<file path="src/hw/rtl/preemptive_priority_task_queue_defines.svh">
// Assertion macros for the preemptive priority task queue.
// Used by the top level only; the bodies are empty when SYNTHESIS is defined.
`ifndef PREEMPTIVE_PRIORITY_TASK_QUEUE_DEFINES_SVH
`define PREEMPTIVE_PRIORITY_TASK_QUEUE_DEFINES_SVH

`ifndef SYNTHESIS

// Property must hold at every clock outside reset
`define PPTQ_ASSERT(label, prop, msg) \
    label: assert property (@(posedge clk) disable iff (!rst_n) (prop)) else $error(msg);

// Condition must never be true outside reset
`define PPTQ_ASSERT_NEVER(label, cond, msg) \
    label: assert property (@(posedge clk) disable iff (!rst_n) !(cond)) else $error(msg);

`else

`define PPTQ_ASSERT(label, prop, msg)
`define PPTQ_ASSERT_NEVER(label, cond, msg)

`endif

`endif

</file>
<file path="src/hw/rtl/pptq_pkg.sv">
// Shared constants, codes and types for the preemptive priority task queue.
// No dependencies.
package pptq_pkg;

    // Sizing
    localparam int QUEUE_DEPTH = 16;
    localparam int NEST_DEPTH  = 8;

    localparam int QPTR_W = (QUEUE_DEPTH > 1) ? $clog2(QUEUE_DEPTH) : 1;
    localparam int QCNT_W = $clog2(QUEUE_DEPTH + 1);
    localparam int QSUM_W = QCNT_W + 1;
    localparam int NPTR_W = (NEST_DEPTH > 1) ? $clog2(NEST_DEPTH) : 1;
    localparam int NCNT_W = $clog2(NEST_DEPTH + 1);

    localparam int LEVEL_W   = 8;
    localparam int TASK_W    = 8;
    localparam int CNT_OUT_W = 5;

    // Idle running level
    localparam logic [LEVEL_W-1:0] IDLE_LEVEL = 8'd255;

    typedef enum logic [1:0] {
        CMD_ADD      = 2'd0,
        CMD_DISPATCH = 2'd1,
        CMD_FINISH   = 2'd2,
        CMD_NOP      = 2'd3
    } cmd_t;

    typedef enum logic [1:0] {
        ST_DONE    = 2'd0,
        ST_FULL    = 2'd1,
        ST_NONE    = 2'd2,
        ST_NEST    = 2'd3
    } status_t;

    typedef struct packed {
        logic [LEVEL_W-1:0] prio;
        logic [TASK_W-1:0]  id;
    } entry_t;

    typedef enum logic [2:0] {
        S_IDLE,
        S_ADD_CMP,
        S_ADD_WR,
        S_DISP_WAIT,
        S_FIN_WAIT,
        S_DONE
    } state_t;

endpackage

</file>
<file path="src/hw/rtl/preemptive_priority_task_queue.sv">
// Preemptive priority task queue: sorted wait queue plus nesting stack, both in memories.
// Depends on pptq_pkg and preemptive_priority_task_queue_defines.svh.
//
// One command beat is taken at a time and gives one result beat. The waiting tasks
// sit in a circular, priority-sorted queue memory with a registered read; an add to a
// non-empty queue walks from the tail toward the head, moving one entry a cycle past
// each waiting entry that is less urgent than the new task, then writes the new task.
// Dispatch and finish make one memory read. An add to an empty or full queue, a
// dispatch from an empty queue, a finish with nothing nested and the unused code go
// straight to the result state. The result sits in an output register; a result still
// held there stalls the next command. running_priority and queued_count report the
// state after the command. A running level of 255 means idle; there is no clearing
// pass after reset.
`include "preemptive_priority_task_queue_defines.svh"

module preemptive_priority_task_queue
    import pptq_pkg::*;
(
    input  logic                 clk,
    input  logic                 rst_n,
    // command channel
    input  logic                 in_valid,
    output logic                 in_ready,
    input  logic [1:0]           cmd,
    input  logic [TASK_W-1:0]    task_id,
    input  logic [LEVEL_W-1:0]   task_priority,
    // result channel
    output logic                 out_valid,
    input  logic                 out_ready,
    output logic [1:0]           status,
    output logic                 dispatched,
    output logic [TASK_W-1:0]    run_task_id,
    output logic [LEVEL_W-1:0]   running_priority,
    output logic [CNT_OUT_W-1:0] queued_count
);

    // Queue slot from head plus offset, wrapped once
    function automatic logic [QPTR_W-1:0] wrap_idx(input logic [QSUM_W-1:0] s);
        logic [QSUM_W-1:0] t;
        begin
            t = s;
            if (s >= QSUM_W'(QUEUE_DEPTH))
            begin
                t = s - QSUM_W'(QUEUE_DEPTH);
            end
            return t[QPTR_W-1:0];
        end
    endfunction

    state_t              state_reg, state_next;
    logic [QPTR_W-1:0]   head_reg, head_next;
    logic [QCNT_W-1:0]   count_reg, count_next;
    logic [QCNT_W-1:0]   k_reg, k_next;
    logic [LEVEL_W-1:0]  level_reg, level_next;
    logic [NCNT_W-1:0]   nest_reg, nest_next;
    entry_t              new_reg, new_next;
    status_t             pend_status_reg, pend_status_next;
    logic                pend_disp_reg, pend_disp_next;
    logic [TASK_W-1:0]   pend_id_reg, pend_id_next;

    logic                out_valid_reg, out_valid_next;
    logic [1:0]          out_status_reg, out_status_next;
    logic                out_disp_reg, out_disp_next;
    logic [TASK_W-1:0]   out_id_reg, out_id_next;
    logic [LEVEL_W-1:0]  out_level_reg, out_level_next;
    logic [CNT_OUT_W-1:0] out_count_reg, out_count_next;

    // Memory ports
    entry_t              q_mem [QUEUE_DEPTH];
    logic                q_we;
    logic [QPTR_W-1:0]   q_waddr, q_raddr;
    entry_t              q_wdata, q_rdata;

    logic [LEVEL_W-1:0]  s_mem [NEST_DEPTH];
    logic                s_we;
    logic [NPTR_W-1:0]   s_waddr, s_raddr;
    logic [LEVEL_W-1:0]  s_wdata, s_rdata;

    // Conditions and helpers
    logic                q_full, q_empty, n_full, n_empty, out_free, shift_up;
    logic [QCNT_W-1:0]   cnt_m1, k_m1, k_m2;
    logic [NCNT_W-1:0]   nest_m1;
    cmd_t                cmd_in;

    assign cmd_in   = cmd_t'(cmd);
    assign q_full   = (count_reg == QCNT_W'(QUEUE_DEPTH));
    assign q_empty  = (count_reg == '0);
    assign n_full   = (nest_reg == NCNT_W'(NEST_DEPTH));
    assign n_empty  = (nest_reg == '0);
    assign out_free = !out_valid_reg || out_ready;
    assign shift_up = (q_rdata.prio > new_reg.prio);
    assign cnt_m1   = count_reg - QCNT_W'(1);
    assign k_m1     = k_reg - QCNT_W'(1);
    assign k_m2     = k_reg - QCNT_W'(2);
    assign nest_m1  = nest_reg - NCNT_W'(1);

    // Queue memory, one write and one registered read
    always_ff @(posedge clk)
    begin
        if (q_we)
        begin
            q_mem[q_waddr] <= q_wdata;
        end
        q_rdata <= q_mem[q_raddr];
    end

    // Nesting stack memory
    always_ff @(posedge clk)
    begin
        if (s_we)
        begin
            s_mem[s_waddr] <= s_wdata;
        end
        s_rdata <= s_mem[s_raddr];
    end

    // Next state
    always_comb
    begin
        state_next = state_reg;
        case (state_reg)
            S_IDLE:
            begin
                if (in_valid)
                begin
                    case (cmd_in)
                        CMD_ADD:      state_next = (q_full || q_empty) ? S_DONE : S_ADD_CMP;
                        CMD_DISPATCH: state_next = q_empty ? S_DONE : S_DISP_WAIT;
                        CMD_FINISH:   state_next = n_empty ? S_DONE : S_FIN_WAIT;
                        default:      state_next = S_DONE;
                    endcase
                end
            end
            S_ADD_CMP:
            begin
                if (!shift_up)
                begin
                    state_next = S_DONE;
                end
                else if (k_reg == QCNT_W'(1))
                begin
                    state_next = S_ADD_WR;
                end
            end
            S_ADD_WR:    state_next = S_DONE;
            S_DISP_WAIT: state_next = S_DONE;
            S_FIN_WAIT:  state_next = S_DONE;
            S_DONE:
            begin
                if (out_free)
                begin
                    state_next = S_IDLE;
                end
            end
            default:     state_next = S_IDLE;
        endcase
    end

    // Datapath, memory controls and result
    always_comb
    begin
        head_next        = head_reg;
        count_next       = count_reg;
        k_next           = k_reg;
        level_next       = level_reg;
        nest_next        = nest_reg;
        new_next         = new_reg;
        pend_status_next = pend_status_reg;
        pend_disp_next   = pend_disp_reg;
        pend_id_next     = pend_id_reg;
        out_status_next  = out_status_reg;
        out_disp_next    = out_disp_reg;
        out_id_next      = out_id_reg;
        out_level_next   = out_level_reg;
        out_count_next   = out_count_reg;
        out_valid_next   = out_valid_reg && !out_ready;

        q_we    = 1'b0;
        q_waddr = head_reg;
        q_wdata = new_reg;
        q_raddr = head_reg;
        s_we    = 1'b0;
        s_waddr = nest_reg[NPTR_W-1:0];
        s_wdata = level_reg;
        s_raddr = nest_m1[NPTR_W-1:0];

        case (state_reg)
            S_IDLE:
            begin
                if (in_valid)
                begin
                    new_next.prio    = task_priority;
                    new_next.id      = task_id;
                    pend_status_next = ST_DONE;
                    pend_disp_next   = 1'b0;
                    pend_id_next     = '0;
                    case (cmd_in)
                        CMD_ADD:
                        begin
                            if (q_full)
                            begin
                                pend_status_next = ST_FULL;
                            end
                            else if (q_empty)
                            begin
                                q_we          = 1'b1;
                                q_wdata.prio  = task_priority;
                                q_wdata.id    = task_id;
                                count_next    = count_reg + QCNT_W'(1);
                            end
                            else
                            begin
                                // start at the tail entry
                                q_raddr = wrap_idx(QSUM_W'(head_reg) + QSUM_W'(cnt_m1));
                                k_next  = count_reg;
                            end
                        end
                        CMD_DISPATCH:
                        begin
                            if (q_empty)
                            begin
                                pend_status_next = ST_NONE;
                            end
                        end
                        CMD_FINISH:
                        begin
                            if (n_empty)
                            begin
                                pend_status_next = ST_NEST;
                            end
                        end
                        default: ;
                    endcase
                end
            end
            S_ADD_CMP:
            begin
                // q_rdata holds entry k-1
                q_we    = 1'b1;
                q_waddr = wrap_idx(QSUM_W'(head_reg) + QSUM_W'(k_reg));
                if (shift_up)
                begin
                    q_wdata = q_rdata;
                    k_next  = k_m1;
                    q_raddr = wrap_idx(QSUM_W'(head_reg) + QSUM_W'(k_m2));
                end
                else
                begin
                    count_next = count_reg + QCNT_W'(1);
                end
            end
            S_ADD_WR:
            begin
                q_we       = 1'b1;
                count_next = count_reg + QCNT_W'(1);
            end
            S_DISP_WAIT:
            begin
                if (q_rdata.prio >= level_reg)
                begin
                    pend_status_next = ST_NONE;
                end
                else if (n_full)
                begin
                    pend_status_next = ST_NEST;
                end
                else
                begin
                    s_we           = 1'b1;
                    nest_next      = nest_reg + NCNT_W'(1);
                    level_next     = q_rdata.prio;
                    head_next      = wrap_idx(QSUM_W'(head_reg) + QSUM_W'(1));
                    count_next     = cnt_m1;
                    pend_disp_next = 1'b1;
                    pend_id_next   = q_rdata.id;
                end
            end
            S_FIN_WAIT:
            begin
                level_next = s_rdata;
                nest_next  = nest_m1;
            end
            S_DONE:
            begin
                if (out_free)
                begin
                    out_valid_next  = 1'b1;
                    out_status_next = pend_status_reg;
                    out_disp_next   = pend_disp_reg;
                    out_id_next     = pend_id_reg;
                    out_level_next  = level_reg;
                    out_count_next  = CNT_OUT_W'(count_reg);
                end
            end
            default: ;
        endcase
    end

    // Control registers
    always_ff @(posedge clk or negedge rst_n)
    begin
        if (!rst_n)
        begin
            state_reg     <= S_IDLE;
            head_reg      <= '0;
            count_reg     <= '0;
            level_reg     <= IDLE_LEVEL;
            nest_reg      <= '0;
            out_valid_reg <= 1'b0;
        end
        else
        begin
            state_reg     <= state_next;
            head_reg      <= head_next;
            count_reg     <= count_next;
            level_reg     <= level_next;
            nest_reg      <= nest_next;
            out_valid_reg <= out_valid_next;
        end
    end

    // Payload registers
    always_ff @(posedge clk)
    begin
        k_reg           <= k_next;
        new_reg         <= new_next;
        pend_status_reg <= pend_status_next;
        pend_disp_reg   <= pend_disp_next;
        pend_id_reg     <= pend_id_next;
        out_status_reg  <= out_status_next;
        out_disp_reg    <= out_disp_next;
        out_id_reg      <= out_id_next;
        out_level_reg   <= out_level_next;
        out_count_reg   <= out_count_next;
    end

    assign in_ready         = (state_reg == S_IDLE);
    assign out_valid        = out_valid_reg;
    assign status           = out_status_reg;
    assign dispatched       = out_disp_reg;
    assign run_task_id      = out_id_reg;
    assign running_priority = out_level_reg;
    assign queued_count     = out_count_reg;

    // Checks
    `PPTQ_ASSERT_NEVER(a_count_range, count_reg > QCNT_W'(QUEUE_DEPTH), "queue count overflow")
    `PPTQ_ASSERT_NEVER(a_nest_range, nest_reg > NCNT_W'(NEST_DEPTH), "nesting depth overflow")
    `PPTQ_ASSERT(a_one_at_a_time, (in_valid && in_ready) |=> !in_ready, "second command taken")
    `PPTQ_ASSERT(a_disp_status, (out_valid && dispatched) |-> (status == ST_DONE), "bad status")
    `PPTQ_ASSERT(a_idle_id, (out_valid && !dispatched) |-> (run_task_id == '0), "stray task id")

endmodule

</file>
<file path="config.mk">
export PLATFORM = sky130hd
export DESIGN_NAME = preemptive_priority_task_queue
export DESIGN_NICKNAME = d
export VERILOG_FILES = /design/src/hw/rtl/pptq_pkg.sv /design/src/hw/rtl/preemptive_priority_task_queue.sv
export VERILOG_INCLUDE_DIRS = /design/src /design/src/hw/rtl
export SDC_FILE = /design/constraint.sdc
export NUM_CORES = 1
export LEC_CHECK = 0
export BUFFER_PORTS_ARGS = -buffer_cell sky130_fd_sc_hd__buf_2
export CAP_MARGIN = 10
export CORE_MARGIN = 10
export CORE_UTILIZATION = 57
export DETAILED_ROUTE_END_ITERATION = 16
export HOLD_SLACK_MARGIN = 0.03
export PLACE_DENSITY = 0.73
export SETUP_SLACK_MARGIN = 0.5
export SYNTH_ARGS = -nofsm -noshare
export SYNTH_HDL_FRONTEND = slang
export SYNTH_SLANG_ARGS = --single-unit
</file>
<file path="constraint.sdc">
create_clock -name clk -period 3.7 [get_ports clk]
set_clock_uncertainty 0.1 [all_clocks]
set_input_delay 0.37 -clock clk [delete_from_list [all_inputs] [get_ports clk]]
set_output_delay 0.37 -clock clk [all_outputs]
set_load 0.05 [all_outputs]
</file>
==> flow_metrics.env, run 1 <==
export IMPL_cpMaxStageDelayCell="or4_4"
export IMPL_ant_nets=0
export IMPL_drt_wl_total_mm=56.88
export IMPL_cpPeakStageDelay_ns=0.55
export IMPL_final_area_mm2=0.02334
export IMPL_path_clk_slew_ns=0.07
export IMPL_finalSetupTns_ns=0
export IMPL_crit_buf_inv=4
export IMPL_dp_hpwl_mm=30.15
export IMPL_drt_iter0_drc=2306
export IMPL_fillers=2162
export IMPL_synth_nets=1542
export IMPL_relSlewSlack=0.2852
export IMPL_period_needed_ns=3.507
export IMPL_yosysSeqAreaShare=0.6408
export IMPL_status="finished clean"
export IMPL_wirelength_met1_mm=20.69
export IMPL_vias=14449
export IMPL_drive_gt1_frac=0.2498
export IMPL_ys_warn_count=0
export IMPL_grt_ovfl_total=0
export IMPL_rows=67
export IMPL_max_clock_path_buffers=3
export IMPL_hp_class="input pin to register"
export IMPL_wl_met3_mm=7.411
export IMPL_dr_wl_met2_mm=26.19
export IMPL_layout_nets=1684
export IMPL_grt_usage=0.2576
export IMPL_die_w_um=204.3
export IMPL_final_cell_mix="edfxtp_1, nand2_1, a211oi_1, buf_4, nand4_1"
export IMPL_io_pins=48
export IMPL_root_buffer="clkbuf_16"
export IMPL_vias_per_cell=6.861
export IMPL_cap_viol_max_count=0
export IMPL_holdWs_ns=0.06497
export IMPL_dieArea_mm2=0.04174
export IMPL_portBuffers=47
export IMPL_fmax_mhz=285.2
export IMPL_numCtsBuffers=43
export IMPL_worstSetupEndpointType="register"
export IMPL_place_congestion=0.8852
export IMPL_grt_pass1_vias=13761
export IMPL_synthArstFlopShare=0.05882
export IMPL_die_h_um=204.3
export IMPL_rsz0062_at_grt="yes"
export IMPL_syn_inst=1482
export IMPL_clock_sinks=425
export IMPL_startpoint_type="register"
export IMPL_period_share=0.9478
export IMPL_drt_first_pass_iters=8
export IMPL_tightestPinTransition_ns=1.069
export IMPL_cpLargestDelayFamily="compound AO/OA/AOI/OAI gates"
export IMPL_maxSlewViolCount=0
export IMPL_netlist_area_mm2=0.01936
export IMPL_highest_layer="met5"
export IMPL_grt_pass1_wl_mm=83.17
export IMPL_drc=0
export IMPL_setup_violations=0
export IMPL_syn_avg_cell_area_um2=13.06
export IMPL_cp_data_required_time_ns=4.02
export IMPL_wl_per_cell_um=27.01
export IMPL_synthFlopType="edfxtp_1"
export IMPL_cp_common_cell="buf_16"
export IMPL_start_util=0.5774
export IMPL_synth_edf_count=376
export IMPL_critical_path_class="register to register"
export IMPL_antenna_found_initial=1
export IMPL_insertion_delay_ns=0.56
export IMPL_grt_max_degree=65
export IMPL_top_register="q_mem"
export IMPL_coreArea_mm2=0.03353
export IMPL_dpl_instance_area_mm2=0.02045
export IMPL_final_common_cell="edfxtp_1"
export IMPL_cts_tree="yes"
export IMPL_cp_arrival_ns=3.83
export IMPL_ys_types=68
export IMPL_ys_seq_elements=425
export IMPL_hold_viol=0
export IMPL_area_delta_synth_final_pct=20.54
export IMPL_reg_top3="q_mem: 256 flops, s_mem: 64 flops"
export IMPL_crit_chain="ha_1 > nor2b_1 > o211ai_1 > a21bo_4 > nand2_1 > mux2i_4 > buf_4 > buf_6 > buf_16 > buf_16 > a211oi_2 > a211oi_1 > or4_4"
export IMPL_htreeDepth=2
export IMPL_largest_reg_flops=256
export IMPL_path_max_fanout=20
[worst register-to-register path: cells and delay by family (launching register included)]
kind / cells / cell delay, ns
adders and majority gates: 1 / 0.28
AOI/OAI and AO/OA: 4 / 0.89
DFF: 1 / 0.42
and+or+nand+nor: 3 / 0.84
muxes: 1 / 0.24
buffers and inverters: 4 / 0.60
[path summary, 6_finish.rpt]
path / startpoint / endpoint / slack, ns / cells past startpoint
worst max register to register: q_rdata[9] / q_rdata[15] / 0.19 / 13
worst max-delay path: q_rdata[9] / q_rdata[15] / 0.19 / 13
max in group asynchronous: rst_n / head_reg[1] / 2.79 / 2
worst min-delay path: out_ready / out_valid / 0.06 / 3
worst min register to register: s_rdata[6] / level_reg[6] / 0.32 / 2
min in group asynchronous: rst_n / nest_reg[1] / 0.27 / 2
[stage by stage]
step           std cells    util  worst slack [ns]
3_3_place_gp        1936  0.6099           0.09691
4_1_cts             2067  0.6797            0.2512
2_1_floorplan       1482       -            0.3818
5_1_grt             2105  0.6960           0.06034
3_5_place_dp        1936  0.6099           0.03570
6_report            2106  0.6960            0.1933
[cells in the mapped netlist, types with 4 or more instances]
cell      instances  area (um^2)
clkbuf_1         64        240.2
xnor2_1          13        113.9
edfxtp_1        376        11290
nor3_1            9        45.04
a31oi_1           8        50.05
o21ai_0          35        175.2
ha_1             35        437.9
dfrtp_1          17        425.4
o211ai_1          4        30.03
buf_1            13        48.80
or4_1            16        120.1
and2_1           12        75.07
a21oi_1          19        95.09
mux4_2           16        360.4
nand4_1          68        425.4
nor4_1           64        400.4
buf_2            26        130.1
inv_1            50        187.7
a222oi_1         16        160.2
dfxtp_1          24        480.5
a211oi_1        126        945.9
nor2_1           48        180.2
nand3_1          67        335.3
buf_4             8        60.06
o21ai_1          48        240.2
nand2b_1          7        43.79
dfstp_2           8        210.2
or3_1             5        31.28
a21o_1            8        60.06
nand2_1         118        442.9
nor2b_1           5        31.28
mux2i_1          65        650.6
buf_6            12        135.1
mux2_2            8        90.09
xor2_1           13        113.9
[what timing repair did]
item	in CTS	in global routing
pin swaps	29	28
buffers inserted	27	28
hold buffers	17	0
endpoints found under the hold margin	33	0
gates cloned	9	10
setup endpoints to repair	280	417
gates resized for setup	85	62
[area by class of cell]
cell class | instances | area, um^2 | area share
inverter | 50 | 195.2 | 0.008363
multi-input combinational | 883 | 6609 | 0.2832
sequential | 425 | 12410 | 0.5318
tap | 448 | 560.5 | 0.02402
clock buffer | 57 | 1179 | 0.05050
antenna | 1 | 2.502 | 0.0001072
clock inverter | 21 | 214.0 | 0.009167
timing repair inverter | 7 | 52.55 | 0.002252
timing repair buffer | 214 | 2116 | 0.09065
[per-layer routing]
layer	track usage	up-vias
li1	-	6085
met1	0.3358	6971
met2	0.4027	1171
met3	0.06689	220
met4	0.1092	2
met5	0	-
[cell families after synthesis]
kind of cell | count (synthesis) | share of synthesized area
AOI/OAI and AO/OA | 288 | 0.1025
adders and majority gates | 38 | 0.02572
and+or+nand+nor | 441 | 0.1195
buffers and inverters | 174 | 0.04168
DFF | 425 | 0.6408
xor gates and xnor gates | 26 | 0.01176
muxes | 90 | 0.05803
Power of run 1 is not shown: default switching activity piles up to over one toggle a cycle in this logic, so the estimate is an artifact.
==> run 2, diff against run 1 <==
- CORE_UTILIZATION: 57 -> 55
- PLACE_DENSITY: 0.73 -> 0.7
==> run 2 against run 1 <==
Register-to-register slack got worse by 0.03 ns. Largest cell class unchanged. Wire length shrank 7.1%. Worst setup slack got worse by 0.029 ns. First-iteration DRC count fell by 25%. Via count fell by 5.6%. Cell count down 1.1%. Final area is 2.2% lower.
==> flow_metrics.env, run 2 (synthesis results as in run 1) <==
export IMPL_startpoint_type="register"
export IMPL_reg_top3="q_mem: 256 flops, s_mem: 64 flops"
export IMPL_drc=0
export IMPL_finalSetupTns_ns=0
export IMPL_tightestPinTransition_ns=1.060
export IMPL_numCtsBuffers=43
export IMPL_dpl_instance_area_mm2=0.02039
export IMPL_insertion_delay_ns=0.55
export IMPL_place_congestion=0.8787
export IMPL_hp_class="input pin to register"
export IMPL_path_max_fanout=11
export IMPL_start_util=0.5591
export IMPL_relSlewSlack=0.2923
export IMPL_cap_viol_max_count=0
export IMPL_setup_violations=0
export IMPL_portBuffers=47
export IMPL_final_cell_mix="edfxtp_1, nand2_1, a211oi_1, buf_4, nand4_1"
export IMPL_path_clk_slew_ns=0.06
export IMPL_clock_sinks=425
export IMPL_post_route_util=0.6593
export IMPL_dieArea_mm2=0.04311
export IMPL_grt_pass1_wl_mm=79.74
export IMPL_grt_usage=0.2339
export IMPL_cpMaxStageDelayCell="fa_1"
export IMPL_drt_first_pass_iters=6
export IMPL_drive_gt1_frac=0.2256
export IMPL_wl_per_cell_um=25.37
export IMPL_htreeDepth=2
export IMPL_rsz0062_at_grt="yes"
export IMPL_stdcell_count=2082
export IMPL_top_register="q_mem"
export IMPL_vias=13636
export IMPL_drt_wl_total_mm=52.82
export IMPL_dp_cells=1935
export IMPL_largest_reg_flops=256
export IMPL_die_w_um=207.6
export IMPL_cpPeakStageDelay_ns=0.53
export IMPL_max_clock_path_buffers=3
export IMPL_hold_viol=0
export IMPL_rows=68
export IMPL_crit_chain="inv_2 > ha_4 > fa_1 > nor2_2 > nand4_1 > and3_4 > mux2i_4 > buf_12 > buf_4 > clkbuf_16 > bufbuf_16 > a211oi_4 > a211oi_1 > or4_1"
export IMPL_worstSetupEndpointType="register"
export IMPL_final_area_mm2=0.02283
export IMPL_ant_nets=0
export IMPL_die_h_um=207.6
export IMPL_grt_pass1_vias=13090
export IMPL_dp_hpwl_mm=29.54
export IMPL_maxSlewViolCount=0
export IMPL_num_antenna_cells=0
export IMPL_final_common_cell="edfxtp_1"
export IMPL_fillers=2422
export IMPL_period_needed_ns=3.536
export IMPL_cp_data_required_time_ns=4.02
export IMPL_coreArea_mm2=0.03463
export IMPL_fmax_mhz=282.8
export IMPL_grt_max_degree=65
export IMPL_drt_iter0_drc=1733
export IMPL_antenna_found_initial=0
export IMPL_status="finished clean"
export IMPL_critical_path_class="register to register"
export IMPL_area_delta_synth_final_pct=17.91
export IMPL_io_pins=48
export IMPL_cp_arrival_ns=3.86
export IMPL_vias_per_cell=6.549
export IMPL_period_share=0.9557
export IMPL_grt_ovfl_total=0
export IMPL_cts_tree="yes"
export IMPL_layout_nets=1654
export IMPL_root_buffer="clkbuf_16"
## run 2: layout make-up
type                       instances  area (um^2)  area share
clock buffer                      63         1201     0.05261
sequential                       425        12410      0.5436
clock inverter                    15        132.6    0.005809
inverter                          50        191.4    0.008385
timing repair inverter             1        7.507   0.0003288
multi-input combinational        883         6509      0.2851
tap                              455        569.3     0.02494
timing repair buffer             190         1809     0.07925
## run 2: worst max-delay path, delay by kind of cell, from the launching register on
| family | cells | cell delay, ns |
|---|---|---|
| compound gates | 2 | 0.29 |
| fa+ha+maj | 2 | 0.74 |
| buf+inv | 5 | 0.87 |
| flops | 1 | 0.39 |
| mux | 1 | 0.07 |
| simple gates | 4 | 0.93 |
## run 2: stage by stage
stage | hold slack (ns) | worst slack (ns)
floorplan | -0.02559 | 0.3818
global placement | 0.3008 | 0.1408
detailed placement | 0.3045 | 0.1172
CTS | 0.1130 | 0.2569
global route | 0.1419 | 0.03142
finish | 0.1332 | 0.1639
## run 2: worst paths after layout
kind                                 from            endpoint  slack, ns  cells past startpoint
setup reg to reg             count_reg[0]          q_rdata[7]       0.16                     14
hold / removal                     cmd[0]  pend_status_reg[0]       0.13                      2
setup / recovery             count_reg[0]          q_rdata[7]       0.16                     14
max in group asynchronous           rst_n         head_reg[0]       2.77                      2
hold reg to reg            pend_id_reg[4]      run_task_id[4]       0.32                      0
min in group asynchronous           rst_n         nest_reg[1]       0.28                      2
## run 2: layer usage
| metal | GRT usage | vias up | share of wire | wire length (um) |
|---|---|---|---|---|
| li1 | - | 6006 | - | - |
| met1 | 0.3211 | 6656 | 0.40 | 20890 |
| met2 | 0.3679 | 820 | 0.47 | 24860 |
| met3 | 0.04091 | 154 | 0.099 | 5212 |
| met4 | 0.08518 | 0 | 0.035 | 1861 |
| met5 | 0 | - | 0 | 0 |
## run 2: what timing repair did
item                                    CTS  global route
setup buffers                            25            17
gates resized for setup                  51            48
pin swaps                                13            27
cloned                                    3             6
hold buffers                             18             0
hold endpoints to repair                 34             0
endpoints found under the setup margin  296           503
Power of run 2 is left out for the same reason.
